<file path="src/rtl/wma_pkg.sv">
// Shared types, constants and helper functions for the workout metrics accumulator.
package wma_pkg;

    // Command codes
    localparam logic CMD_TICK  = 1'b0;
    localparam logic CMD_CLEAR = 1'b1;

    // Session modes
    localparam logic [1:0] MODE_IDLE     = 2'd0;
    localparam logic [1:0] MODE_STARTING = 2'd1;
    localparam logic [1:0] MODE_RUNNING  = 2'd2;

    // Speed limits in hundredths of km/h
    localparam logic [11:0] SPEED_MAX = 12'd2500;
    localparam logic [11:0] SPEED_MIN = 12'd20;

    // Tick time limit and substitute, in ms
    localparam logic [15:0] DT_LIMIT = 16'd2000;
    localparam logic [10:0] DT_SUBST = 11'd200;

    // Carry units
    localparam logic [11:0] MS_PER_SEC = 12'd1000;
    localparam logic [37:0] KCAL_UNIT  = 38'd36000000000;

    // Body weight after reset
    localparam logic [7:0] WEIGHT_RESET = 8'd70;

    typedef struct packed {
        logic        command;
        logic [1:0]  session_mode;
        logic [15:0] delta_ms;
        logic        status_valid;
        logic [15:0] actual_speed;
        logic [15:0] drive_target_speed;
        logic        run_feedback;
        logic        run_command;
        logic        drive_in_run_state;
        logic [15:0] fallback_speed;
    } wma_tick_t;

    typedef struct packed {
        logic [31:0] elapsed_seconds;
        logic [47:0] distance_units;
        logic [31:0] calories_whole;
        logic [35:0] calorie_remainder;
        logic [11:0] current_speed;
        logic        refresh_request;
    } wma_metrics_t;

    // Clamp a raw 16-bit speed to the belt maximum
    function automatic logic [11:0] clamp_speed(input logic [15:0] raw);
        logic [11:0] res;
        if (raw > {4'd0, SPEED_MAX})
        begin
            res = SPEED_MAX;
        end
        else
        begin
            res = raw[11:0];
        end
        return res;
    endfunction

    // Calorie coefficient per speed band, hundredths per kg per km
    function automatic logic [6:0] band_coeff(input logic [11:0] spd);
        logic [6:0] res;
        if (spd < 12'd400)
        begin
            res = 7'd70;
        end
        else if (spd < 12'd600)
        begin
            res = 7'd80;
        end
        else if (spd < 12'd800)
        begin
            res = 7'd90;
        end
        else if (spd < 12'd1000)
        begin
            res = 7'd98;
        end
        else
        begin
            res = 7'd105;
        end
        return res;
    endfunction

endpackage

</file>
<file path="src/rtl/wma_if.sv">
// Valid/ready channel interfaces for tick items and metrics results.
interface wma_tick_if
    import wma_pkg::*;
();
    logic      valid;
    logic      ready;
    wma_tick_t payload;

    modport source (output valid, output payload, input ready);
    modport sink   (input valid, input payload, output ready);
endinterface

interface wma_metrics_if
    import wma_pkg::*;
();
    logic         valid;
    logic         ready;
    wma_metrics_t payload;

    modport source (output valid, output payload, input ready);
    modport sink   (input valid, input payload, output ready);
endinterface

</file>
<file path="src/rtl/workout_metrics_accumulator.sv">
// Workout metrics accumulator: session distance, time and calorie totals per tick.
//
// Each tick or clear item gives exactly one metrics result. The block takes one item at
// a time: a clear item or a tick outside the running mode goes straight to ST_DONE; a
// running tick runs three products through one shared 31x12 multiplier (speed times ms,
// times body weight, times band coefficient), then reduces the millisecond and calorie
// carries by compare-and-subtract, one whole second and one whole kcal per cycle. A
// finished result waits in the output register while the next item is taken in. The user
// must write body weight through weight_we/weight_wdata only while idle (not enforced).
module workout_metrics_accumulator
    import wma_pkg::*;
(
    input  logic           clk,
    input  logic           rst_n,
    input  logic           weight_we,
    input  logic [7:0]     weight_wdata,
    wma_tick_if.sink       tick_in,
    wma_metrics_if.source  metrics_out
);

    // Sequencer codes
    localparam logic [2:0] ST_IDLE     = 3'd0;
    localparam logic [2:0] ST_MUL_DIST = 3'd1;
    localparam logic [2:0] ST_MUL_WT   = 3'd2;
    localparam logic [2:0] ST_MUL_COEF = 3'd3;
    localparam logic [2:0] ST_REDUCE   = 3'd4;
    localparam logic [2:0] ST_DONE     = 3'd5;

    logic [2:0]   state_reg, state_next;
    logic [7:0]   weight_reg;
    logic [1:0]   prev_mode_reg, prev_mode_next;
    logic [11:0]  millis_reg, millis_next;
    logic [31:0]  seconds_reg, seconds_next;
    logic [47:0]  distance_reg, distance_next;
    logic [37:0]  carry_reg, carry_next;
    logic [31:0]  calories_reg, calories_next;
    logic [11:0]  speed_reg, speed_next;
    logic         refresh_reg, refresh_next;
    logic [10:0]  dt_reg, dt_next;
    logic [22:0]  dd_reg, dd_next;
    logic [30:0]  mp_reg, mp_next;
    logic         out_valid_reg, out_valid_next;
    wma_metrics_t out_payload_reg, out_payload_next;

    // Shared multiplier
    logic [30:0]  mul_a;
    logic [11:0]  mul_b;
    logic [42:0]  mul_p;

    logic         accept;
    wma_tick_t    tk;
    logic [11:0]  act_spd;
    logic [11:0]  tgt_spd;
    logic         run_hint;
    logic [11:0]  chosen_spd;
    logic [48:0]  dist_sum;
    logic         cal_ge;
    logic         ms_ge;

    assign tk      = tick_in.payload;
    assign accept  = tick_in.valid && tick_in.ready;
    assign tick_in.ready = (state_reg == ST_IDLE);

    assign metrics_out.valid   = out_valid_reg;
    assign metrics_out.payload = out_payload_reg;

    // Pick the effective speed from the drive snapshot
    assign act_spd  = clamp_speed(tk.actual_speed);
    assign tgt_spd  = clamp_speed(tk.drive_target_speed);
    assign run_hint = tk.run_feedback || tk.run_command || tk.drive_in_run_state;

    always_comb
    begin
        if (!tk.status_valid)
        begin
            chosen_spd = clamp_speed(tk.fallback_speed);
        end
        else if (act_spd >= SPEED_MIN)
        begin
            chosen_spd = act_spd;
        end
        else if (run_hint && (tgt_spd >= SPEED_MIN))
        begin
            chosen_spd = tgt_spd;
        end
        else
        begin
            chosen_spd = 12'd0;
        end
    end

    // Steer the multiplier operands by sequencer step
    always_comb
    begin
        unique case (state_reg)
            ST_MUL_DIST:
            begin
                mul_a = {19'd0, speed_reg};
                mul_b = {1'b0, dt_reg};
            end
            ST_MUL_WT:
            begin
                mul_a = {8'd0, dd_reg};
                mul_b = {4'd0, weight_reg};
            end
            ST_MUL_COEF:
            begin
                mul_a = mp_reg;
                mul_b = {5'd0, band_coeff(speed_reg)};
            end
            default:
            begin
                mul_a = 31'd0;
                mul_b = 12'd0;
            end
        endcase
    end

    assign mul_p    = {12'd0, mul_a} * {31'd0, mul_b};
    assign dist_sum = {1'b0, distance_reg} + {26'd0, dd_reg};
    assign cal_ge   = (carry_reg >= KCAL_UNIT);
    assign ms_ge    = (millis_reg >= MS_PER_SEC);

    // Sequence one item
    always_comb
    begin
        state_next       = state_reg;
        prev_mode_next   = prev_mode_reg;
        millis_next      = millis_reg;
        seconds_next     = seconds_reg;
        distance_next    = distance_reg;
        carry_next       = carry_reg;
        calories_next    = calories_reg;
        speed_next       = speed_reg;
        refresh_next     = refresh_reg;
        dt_next          = dt_reg;
        dd_next          = dd_reg;
        mp_next          = mp_reg;
        out_valid_next   = out_valid_reg;
        out_payload_next = out_payload_reg;

        // Drop the result once its transfer completes
        if (out_valid_reg && metrics_out.ready)
        begin
            out_valid_next = 1'b0;
        end

        unique case (state_reg)
            ST_IDLE:
            begin
                if (accept)
                begin
                    dt_next      = (tk.delta_ms > DT_LIMIT) ? DT_SUBST : tk.delta_ms[10:0];
                    refresh_next = 1'b0;
                    if (tk.command == CMD_CLEAR)
                    begin
                        seconds_next  = 32'd0;
                        distance_next = 48'd0;
                        calories_next = 32'd0;
                        carry_next    = 38'd0;
                        millis_next   = 12'd0;
                        speed_next    = 12'd0;
                        refresh_next  = 1'b1;
                        state_next    = ST_DONE;
                    end
                    else
                    begin
                        if (tk.session_mode != prev_mode_reg)
                        begin
                            if (tk.session_mode == MODE_IDLE)
                            begin
                                speed_next = 12'd0;
                            end
                            prev_mode_next = tk.session_mode;
                            refresh_next   = 1'b1;
                        end
                        if ((tk.session_mode == MODE_STARTING) ||
                            (tk.session_mode == MODE_RUNNING))
                        begin
                            speed_next = chosen_spd;
                        end
                        if (tk.session_mode == MODE_RUNNING)
                        begin
                            if (tk.session_mode != prev_mode_reg)
                            begin
                                millis_next = 12'd0;
                                carry_next  = 38'd0;
                            end
                            refresh_next = 1'b1;
                            state_next   = ST_MUL_DIST;
                        end
                        else
                        begin
                            millis_next = 12'd0;
                            carry_next  = 38'd0;
                            state_next  = ST_DONE;
                        end
                    end
                end
            end
            ST_MUL_DIST:
            begin
                dd_next     = mul_p[22:0];
                millis_next = millis_reg + {1'b0, dt_reg};
                state_next  = ST_MUL_WT;
            end
            ST_MUL_WT:
            begin
                mp_next       = mul_p[30:0];
                distance_next = dist_sum[48] ? '1 : dist_sum[47:0];
                state_next    = ST_MUL_COEF;
            end
            ST_MUL_COEF:
            begin
                carry_next = carry_reg + mul_p[37:0];
                state_next = ST_REDUCE;
            end
            ST_REDUCE:
            begin
                // Take one whole kcal and one whole second per cycle
                if (cal_ge)
                begin
                    carry_next    = carry_reg - KCAL_UNIT;
                    calories_next = (calories_reg == '1) ? calories_reg : calories_reg + 32'd1;
                end
                if (ms_ge)
                begin
                    millis_next  = millis_reg - MS_PER_SEC;
                    seconds_next = (seconds_reg == '1) ? seconds_reg : seconds_reg + 32'd1;
                end
                if (!cal_ge && !ms_ge)
                begin
                    state_next = ST_DONE;
                end
            end
            ST_DONE:
            begin
                // Load the result once the output register is free
                if (!out_valid_reg || metrics_out.ready)
                begin
                    out_payload_next.elapsed_seconds   = seconds_reg;
                    out_payload_next.distance_units    = distance_reg;
                    out_payload_next.calories_whole    = calories_reg;
                    out_payload_next.calorie_remainder = carry_reg[35:0];
                    out_payload_next.current_speed     = speed_reg;
                    out_payload_next.refresh_request   = refresh_reg;
                    out_valid_next                     = 1'b1;
                    state_next                         = ST_IDLE;
                end
            end
            default:
            begin
                state_next = ST_IDLE;
            end
        endcase
    end

    // Hold control and session state
    always_ff @(posedge clk or negedge rst_n)
    begin
        if (!rst_n)
        begin
            state_reg     <= ST_IDLE;
            weight_reg    <= WEIGHT_RESET;
            prev_mode_reg <= MODE_IDLE;
            millis_reg    <= 12'd0;
            seconds_reg   <= 32'd0;
            distance_reg  <= 48'd0;
            carry_reg     <= 38'd0;
            calories_reg  <= 32'd0;
            speed_reg     <= 12'd0;
            out_valid_reg <= 1'b0;
        end
        else
        begin
            state_reg     <= state_next;
            if (weight_we)
            begin
                weight_reg <= weight_wdata;
            end
            prev_mode_reg <= prev_mode_next;
            millis_reg    <= millis_next;
            seconds_reg   <= seconds_next;
            distance_reg  <= distance_next;
            carry_reg     <= carry_next;
            calories_reg  <= calories_next;
            speed_reg     <= speed_next;
            out_valid_reg <= out_valid_next;
        end
    end

    // Hold working and output payload
    always_ff @(posedge clk)
    begin
        refresh_reg     <= refresh_next;
        dt_reg          <= dt_next;
        dd_reg          <= dd_next;
        mp_reg          <= mp_next;
        out_payload_reg <= out_payload_next;
    end

    // Carries are fully reduced whenever the block waits for an item
    a_millis_reduced: assert property (@(posedge clk) disable iff (!rst_n)
        (state_reg == ST_IDLE) |-> (millis_reg < MS_PER_SEC))
        else $error("millisecond carry not reduced at idle");

    a_kcal_reduced: assert property (@(posedge clk) disable iff (!rst_n)
        metrics_out.valid |-> (metrics_out.payload.calorie_remainder < KCAL_UNIT[35:0]))
        else $error("calorie remainder not below one kcal");

    a_speed_clamped: assert property (@(posedge clk) disable iff (!rst_n)
        metrics_out.valid |-> (metrics_out.payload.current_speed <= SPEED_MAX))
        else $error("current speed above clamp");

    a_busy_after_accept: assert property (@(posedge clk) disable iff (!rst_n)
        accept |=> !tick_in.ready)
        else $error("item taken while previous item in flight");

endmodule
</file>
<file path="src/flat_wrapper.sv">
// flat-port wrapper written by rule: the top's interface ports become plain ports
module workout_metrics_accumulator_flat import wma_pkg::*;
  (clk, rst_n, weight_we, weight_wdata, tick_in_valid, tick_in_payload, tick_in_ready, metrics_out_valid, metrics_out_payload, metrics_out_ready);
  wma_tick_if tick_in_i ();
  wma_metrics_if metrics_out_i ();
  input  logic clk;
  input  logic rst_n;
  input  logic weight_we;
  input  logic [7:0] weight_wdata;
  input wire logic [$bits(tick_in_i.valid)-1:0] tick_in_valid;
  input wire logic [$bits(tick_in_i.payload)-1:0] tick_in_payload;
  output wire logic [$bits(tick_in_i.ready)-1:0] tick_in_ready;
  output wire logic [$bits(metrics_out_i.valid)-1:0] metrics_out_valid;
  output wire logic [$bits(metrics_out_i.payload)-1:0] metrics_out_payload;
  input wire logic [$bits(metrics_out_i.ready)-1:0] metrics_out_ready;
  assign tick_in_i.valid = tick_in_valid;
  assign tick_in_i.payload = tick_in_payload;
  assign tick_in_ready = tick_in_i.ready;
  assign metrics_out_valid = metrics_out_i.valid;
  assign metrics_out_payload = metrics_out_i.payload;
  assign metrics_out_i.ready = metrics_out_ready;
  workout_metrics_accumulator u_core (.clk(clk), .rst_n(rst_n), .weight_we(weight_we), .weight_wdata(weight_wdata), .tick_in(tick_in_i), .metrics_out(metrics_out_i));
endmodule
</file>
<file path="config.mk">
export PLATFORM = sky130hd
export DESIGN_NAME = workout_metrics_accumulator_flat
export DESIGN_NICKNAME = d
export VERILOG_FILES = /design/src/rtl/wma_pkg.sv /design/src/rtl/wma_if.sv /design/src/rtl/workout_metrics_accumulator.sv /design/src/flat_wrapper.sv
export SDC_FILE = /design/constraint.sdc
export NUM_CORES = 1
export LEC_CHECK = 0
export BUFFER_PORTS_ARGS = -buffer_cell sky130_fd_sc_hd__buf_2
export CAP_MARGIN = 40
export CORE_MARGIN = 8
export CORE_UTILIZATION = 62
export DETAILED_ROUTE_END_ITERATION = 8
export GPL_TIMING_DRIVEN = 0
export PLACE_DENSITY_LB_ADDON = 0.12
export REMOVE_ABC_BUFFERS = 1
export SLEW_MARGIN = 20
export SYNTH_ARGS = -nofsm -noshare
export SYNTH_HDL_FRONTEND = slang
export SYNTH_SLANG_ARGS = --single-unit
</file>
<file path="constraint.sdc">
create_clock -name clk -period 11.7 [get_ports clk]
set_input_delay 0.585 -clock clk [delete_from_list [all_inputs] [get_ports clk]]
set_output_delay 0.585 -clock clk [all_outputs]
set_load 0.005 [all_outputs]
</file>
==> flow_summary_export.csv, run 1 <==
group,metric,value,unit
timing,skew,0.0326,ns
worst_setup_path,cpLargestDelayFamily,"compound AO/OA/AOI/OAI gates",
routing,vias,24100,
timing,worstMarginPinSlew,0.880,ns
synth,synth-seq-cells,415,
worst_setup_path,crit_path_start_kind,"register",
floorplanning,dieWidth,237,um
placement,gp_congestion,0.928,
global_route,track_usage,28.6,%
clock_tree,clock_path_buffers,3,
clock_tree,clkTransAtPathRegs,0.06,ns
placement,dpl_cell_area,32700,um^2
power_and_ir_drop,power,7.29,mW
worst_setup_path,crit_path_end_kind,"register",
routing,drt-pass1-iter-count,6,
synth,yosysTopAreaCell,"edfxtp_1",
floorplanning,core,48500,um^2
job,maxCapViolations,0,
worst_setup_path,path_common_cell,"fa_1",
synth,netlist.area_leader.share,22.5,%
worst_setup_path,critPathMaxFanout,61,
routing,wl,80200,um
global_route,met1_usage,36.6,%
synth,syn_area,30300,um^2
clock_tree,post-cts-setup-buffers,0,
worst_setup_path,r2r-end,"u_core.carry_reg[37]",
worst_setup_path,r2r-start,"u_core.state_reg[2]",
layout,largest_register_ffs,161,
timing,fin_crit_sh,93.6,%
worst_setup_path,r2r_slack,0.75,ns
clock_tree,cts_tree,"built",
synth,async_flop_share,45.3,%
floorplanning,row_count,81,
timing,finalCriticalPeriod,10.95,ns
layout,area_delta_synth_final,13.3,%
power_and_ir_drop,p_per_area,213,nW/um^2
floorplanning,num_io_pins,247,
timing,rsz0062_at_grt,"no",
layout,fillCellCount,3598,
routing,viasPerCell,6.03,
floorplanning,die_area,56100,um^2
routing,drc,0,
clock_tree,h-tree-depth,2,
timing,max_freq,91.3,MHz
timing,final.setup.worst_slack,0.747,ns
worst_setup_path,cp_slowest_cell,"dfrtp_4",
global_route,busiest_layer,"met2",
global_route,grt_pass1_vias,24300,
synth,synth_edf_count,227,
clock_tree,cts.sinks,415,
routing,drt_iter0_drc,1963,
worst_hold_path,whs_endpoint,"u_core.weight_reg[2]",
global_route,use_met3,4.29,%
timing,hold-worst-slack,0.260,ns
synth,synth_ff_type,"edfxtp_1",
global_route,use_met2,49.3,%
synth,seq_area_frac_synth,38.1,%
clock_tree,cts_root_buf,"clkbuf_16",
routing,ant_nets,0,
clock_tree,numCtsBuffers,45,
worst_setup_path,r2r_cells,34,
global_route,antenna_found_initial,2,
placement,dp_hpwl,62900,um
floorplanning,start_util,62.3,%
layout,final_cell_area,34300,um^2
worst_setup_path,cp_num_buf_inv,5,
clock_tree,clock_latency,0.57,ns
worst_setup_path,slowest_delay,0.66,ns
floorplanning,die-height,237,um
synth,yosysWarningCount,0,
placement,io_buffers,246,
synth,ys_types,80,
layout,final_nets,3821,
power_and_ir_drop,p_leak,15.0,nW
run_status,status,"finished clean",
timing,hold_violations,0,
timing,setup_viol_count_final,0,
synth,synth.avg_cell_area,9.92,um^2
worst_hold_path,hold_depth,2,
synth,synthTopCellsByArea,"edfxtp_1 (23%), fa_1 (17%), dfrtp_1 (15%)",
worst_hold_path,hp-start,"weight_wdata[2]",
synth,netlist_instances,3050,
power_and_ir_drop,peakVddDrop,0.229,mV
global_route,grt_pass1_wl,130000,um
routing,routedWlPerCell,20.1,um
global_route,overflow,0,
timing,max-slew-margin-rel,41.0,%
worst_setup_path,crit_arrival,11.41,ns
worst_setup_path,crit_required,12.16,ns
layout,drive_gt1_share,12.1,%
timing,slew_viol_final,0,
placement,pre_cts_slack,0.241,ns
worst_setup_path,path_class,"reg2reg",
global_route,grt_max_degree,66,
worst_hold_path,worstHoldPathType,"in2reg",
## layout make-up
type | instances | area [um^2] | share of cell area [%]
Antenna cell | 3 | 7.51 | 0.0219
Clock buffer | 64 | 1230 | 3.59
Clock inverter | 19 | 246 | 0.719
Inverter | 365 | 1380 | 4.01
Multi-Input combinational cell | 2220 | 17300 | 50.4
Sequential cell | 415 | 11500 | 33.7
Tap cell | 622 | 778 | 2.27
Timing Repair Buffer | 286 | 1820 | 5.32
## timing repair
| action | 4_1_cts | 5_1_grt |
|---|---|---|
| endpoints found under the setup margin | 0 | 16 |
| hold buffers | 1 | 0 |
| gates resized for setup | 0 | 8 |
| endpoints found under the hold margin | 63 | 0 |
## where the power goes
group          internal (mW)  leakage (nW)  switching (mW)
combinational           1.33          9.64            2.28
clock                  0.847         0.718           0.586
sequential              1.94          4.67           0.308
total                   4.12          15.0            3.17
## Yosys cell counts, drive strengths merged, types with 79 or more instances
master / count
nand2: 378
inv: 365
fa: 258
edfxtp: 227
nor2: 215
dfrtp: 185
o21ai: 183
a21oi: 163
ha: 146
xnor2: 91
clkbuf: 90
nor3: 79
## cell families after synthesis
kind of cell | after synthesis | share of synthesized area (%)
and+or+nand+nor | 963 | 14.7
AOI/OAI and AO/OA | 628 | 13.1
buffers and inverters | 468 | 5.83
DFF | 415 | 38.1
adders and majority gates | 404 | 23.1
xor gates and xnor gates | 143 | 4.14
muxes | 27 | 0.980
other | 2 | 0.0248
## stage by stage
| stage | cells | utilization [%] | setup TNS (ns) |
|---|---|---|---|
| 6_report | 3994 | 70.6 | 0 |
| 5_1_grt | 3993 | 70.6 | 0 |
| 4_1_cts | 3989 | 70.5 | 0 |
| 3_5_place_dp | 3905 | 67.4 | 0 |
| 3_3_place_gp | 3868 | 66.1 | -166.89 |
| 2_1_floorplan | 3000 | - | 0 |
## layout by cell type, fill, tap and decap left out, types with 55 or more instances in the layout
master / n
ha_1: 146
nor2_1: 213
conb_1: 55
o21ai_0: 162
dfrtp_1: 183
xnor2_1: 91
inv_1: 362
a21oi_1: 160
nor3_1: 76
fa_1: 258
nand2_1: 375
buf_2: 251
nand3_1: 69
edfxtp_1: 227
## metal layers
metal	share of wire, %	vias to the layer above
met3	6.4	165
met4	3.5	0
met2	50	951
met1	40	12000
met5	0	-
li1	-	11000
## worst max-delay path by stage
stage                              startpoint                   end  slack (ns)  cells past startpoint
after floorplan           u_core.state_reg[2]  u_core.carry_reg[37]        0.87                     35
after global placement    u_core.state_reg[2]  u_core.carry_reg[37]       -3.42                     34
after detailed placement  u_core.state_reg[2]  u_core.carry_reg[37]        0.24                     34
after CTS                 u_core.state_reg[2]  u_core.carry_reg[37]        0.21                     34
after global routing      u_core.state_reg[2]  u_core.carry_reg[37]        0.06                     34
final                     u_core.state_reg[2]  u_core.carry_reg[37]        0.75                     34
No activity file was read; power rests on OpenSTA's default activity.
==> run 2: changes to the inputs <==
--- a/config.mk
+++ b/config.mk
@@ -8,7 +8,7 @@
 export BUFFER_PORTS_ARGS = -buffer_cell sky130_fd_sc_hd__buf_2
 export CAP_MARGIN = 40
 export CORE_MARGIN = 8
-export CORE_UTILIZATION = 62
+export CORE_UTILIZATION = 66
 export DETAILED_ROUTE_END_ITERATION = 8
 export GPL_TIMING_DRIVEN = 0
 export PLACE_DENSITY_LB_ADDON = 0.12
==> constraint.sdc (replaced) <==
create_clock -name clk -period 12.8 [get_ports clk]
set_input_delay 0.64 -clock clk [delete_from_list [all_inputs] [get_ports clk]]
set_output_delay 0.64 -clock clk [all_outputs]
set_load 0.005 [all_outputs]
==> run 2 against run 1 <==
Effect of this change: register-to-register slack gained 0.60 ns; hold slack better by 0.046 ns; utilization up 4.9 points; sequential share of layout area up 0.083 points; largest cell class unchanged; clock power shrank 11%; sequential power decreased by 8%; non-clock buffer count grew 2; global-route usage grew 2.4 points; clock skew is 0.021 ns lower; worst setup slack improved by 0.60 ns.
==> flow_summary_export.csv, run 2 (synthesis results as in run 1) <==
group,metric,value,unit
timing,worstMarginPinSlew,0.896,ns
routing,routedWlPerCell,20.8,um
layout,area_delta_synth_final,12.9,%
routing,drt_iter0_drc,2262,
floorplanning,dieWidth,230,um
power_and_ir_drop,p_per_area,195,nW/um^2
clock_tree,cts_tree,"built",
clock_tree,clock_path_buffers,3,
worst_setup_path,path_common_cell,"fa_1",
floorplanning,row_count,78,
run_status,status,"finished clean",
worst_setup_path,slowest_delay,0.87,ns
timing,skew,0.0115,ns
global_route,grt_pass1_vias,25000,
routing,drt-pass1-iter-count,6,
global_route,overflow,0,
timing,max-slew-margin-rel,39.7,%
layout,largest_register_ffs,161,
power_and_ir_drop,peakVddDrop,0.253,mV
global_route,track_usage,31.0,%
placement,gp_congestion,0.959,
layout,final_nets,3822,
routing,ant_nets,0,
worst_setup_path,cp_slowest_cell,"dfrtp_1",
worst_setup_path,crit_arrival,11.91,ns
clock_tree,cts.sinks,415,
global_route,grt_pass1_wl,132000,um
worst_hold_path,worstHoldPathType,"in2reg",
worst_setup_path,path_class,"reg2reg",
placement,dp_hpwl,63300,um
layout,mostFrequentLayoutCell,"nand2_1",
clock_tree,clock_latency,0.57,ns
worst_setup_path,r2r_slack,1.35,ns
routing,vias,24500,
worst_setup_path,r2r_cells,35,
worst_hold_path,whs_endpoint,"u_core.weight_reg[2]",
layout,final_cell_area,34200,um^2
floorplanning,core,45300,um^2
floorplanning,num_io_pins,247,
layout,drive_gt1_share,12.1,%
global_route,antenna_found_initial,4,
timing,rsz0062_at_grt,"no",
clock_tree,cts_resized,0,
worst_hold_path,hold_depth,2,
worst_hold_path,hp-start,"weight_wdata[2]",
worst_setup_path,r2r-end,"u_core.carry_reg[37]",
worst_setup_path,crit_path_end_kind,"register",
job,maxCapViolations,0,
placement,dpl_cell_area,32700,um^2
clock_tree,numCtsBuffers,44,
routing,drc,0,
layout,final_cell_mix,"nand2_1 (376), inv_1 (362), fa_1 (258), buf_2 (252), edfxtp_1 (227)",
placement,io_buffers,246,
timing,setup_viol_count_final,0,
worst_setup_path,r2r-start,"u_core.state_reg[1]",
timing,hold_violations,0,
routing,wl,82500,um
floorplanning,start_util,66.8,%
clock_tree,clkTransAtPathRegs,0.06,ns
timing,max_freq,87.3,MHz
power_and_ir_drop,p_leak,15.0,nW
worst_setup_path,crit_required,13.26,ns
floorplanning,die_area,52900,um^2
clock_tree,h-tree-depth,2,
timing,slew_viol_final,0,
routing,viasPerCell,6.16,
floorplanning,die-height,230,um
worst_setup_path,crit_path_start_kind,"register",
timing,finalCriticalPeriod,11.45,ns
worst_setup_path,critPathMaxFanout,26,
layout,fin_util,75.4,%
timing,fin_crit_sh,89.5,%
clock_tree,cts_root_buf,"clkbuf_16",
global_route,grt_max_degree,75,
## run 2: changes by cell type in the layout (fill, tap and decap cells not counted), sizes merged
cell           delta
buf               +1
bufinv            -3
clkbuf            +3
clkdlybuf4s18     -1
clkinv            +1
clkinvlp          +2
inv               -2
## run 2: metal layers
metal	track usage, %	routed length, um	vias to the layer above
li1	-	-	11000
met1	38.6	30900	12100
met2	52.6	40600	1196
met3	6.14	7420	254
met4	12.5	3590	2
met5	0	11	-
## run 2: power breakdown
group	switching [mW]	total (mW)	internal, mW
Combinational	2.12	3.34	1.23
Clock	0.537	1.27	0.733
Sequential	0.283	2.06	1.77
## run 2: repair_timing
action,CTS,global route
endpoints found under the hold margin,13,0
buffers inserted,0,0
hold buffers,1,0
setup endpoints to repair,0,0
## run 2: area by class of cell
class                   count  area [um^2]
clock inverters            17          155
multi-input cells        2220        17200
clock buffers              65         1270
diodes                      3         7.51
well taps                 600          751
inverters                 365         1370
flip-flops and latches    415        11500
fillers                  3138        11100
repair buffers            288         1840
## run 2: worst max-delay path, delay by kind of cell (launching register included)
family                   cells  cell delay, ns
AO/OA/AOI/OAI               14            4.36
buffers and inverters        5            0.75
AND/OR/NAND/NOR              8            2.11
adder cells (fa/ha/maj)      7            3.13
XOR/XNOR                     1            0.09
flip-flops                   1            0.87
## run 2: worst max path at each step
stage / startpoint / end / slack, ns / depth (start not counted)
6_report: u_core.state_reg[1] / u_core.carry_reg[37] / 1.35 / 35
5_1_grt: u_core.state_reg[1] / u_core.carry_reg[29] / 0.77 / 35
4_1_cts: u_core.state_reg[1] / u_core.carry_reg[37] / 1.51 / 35
3_5_place_dp: u_core.state_reg[1] / u_core.carry_reg[37] / 1.55 / 35
3_3_place_gp: u_core.state_reg[2] / u_core.carry_reg[37] / -2.00 / 30
2_1_floorplan: u_core.state_reg[2] / u_core.carry_reg[37] / 1.97 / 35
## run 2: metrics by stage
step                instances  setup WS, ns  power, mW  setup TNS (ns)  hold WS (ns)
global placement         3846         -2.00       5.12          -34.01         0.411
CTS                      3966          1.51       6.63               0         0.283
finish                   3973          1.35       6.67               0         0.307
global route             3973         0.770       7.08               0         0.298
detailed placement       3883          1.55       5.33               0         0.409
floorplan                3000          1.97       4.22               0         0.344
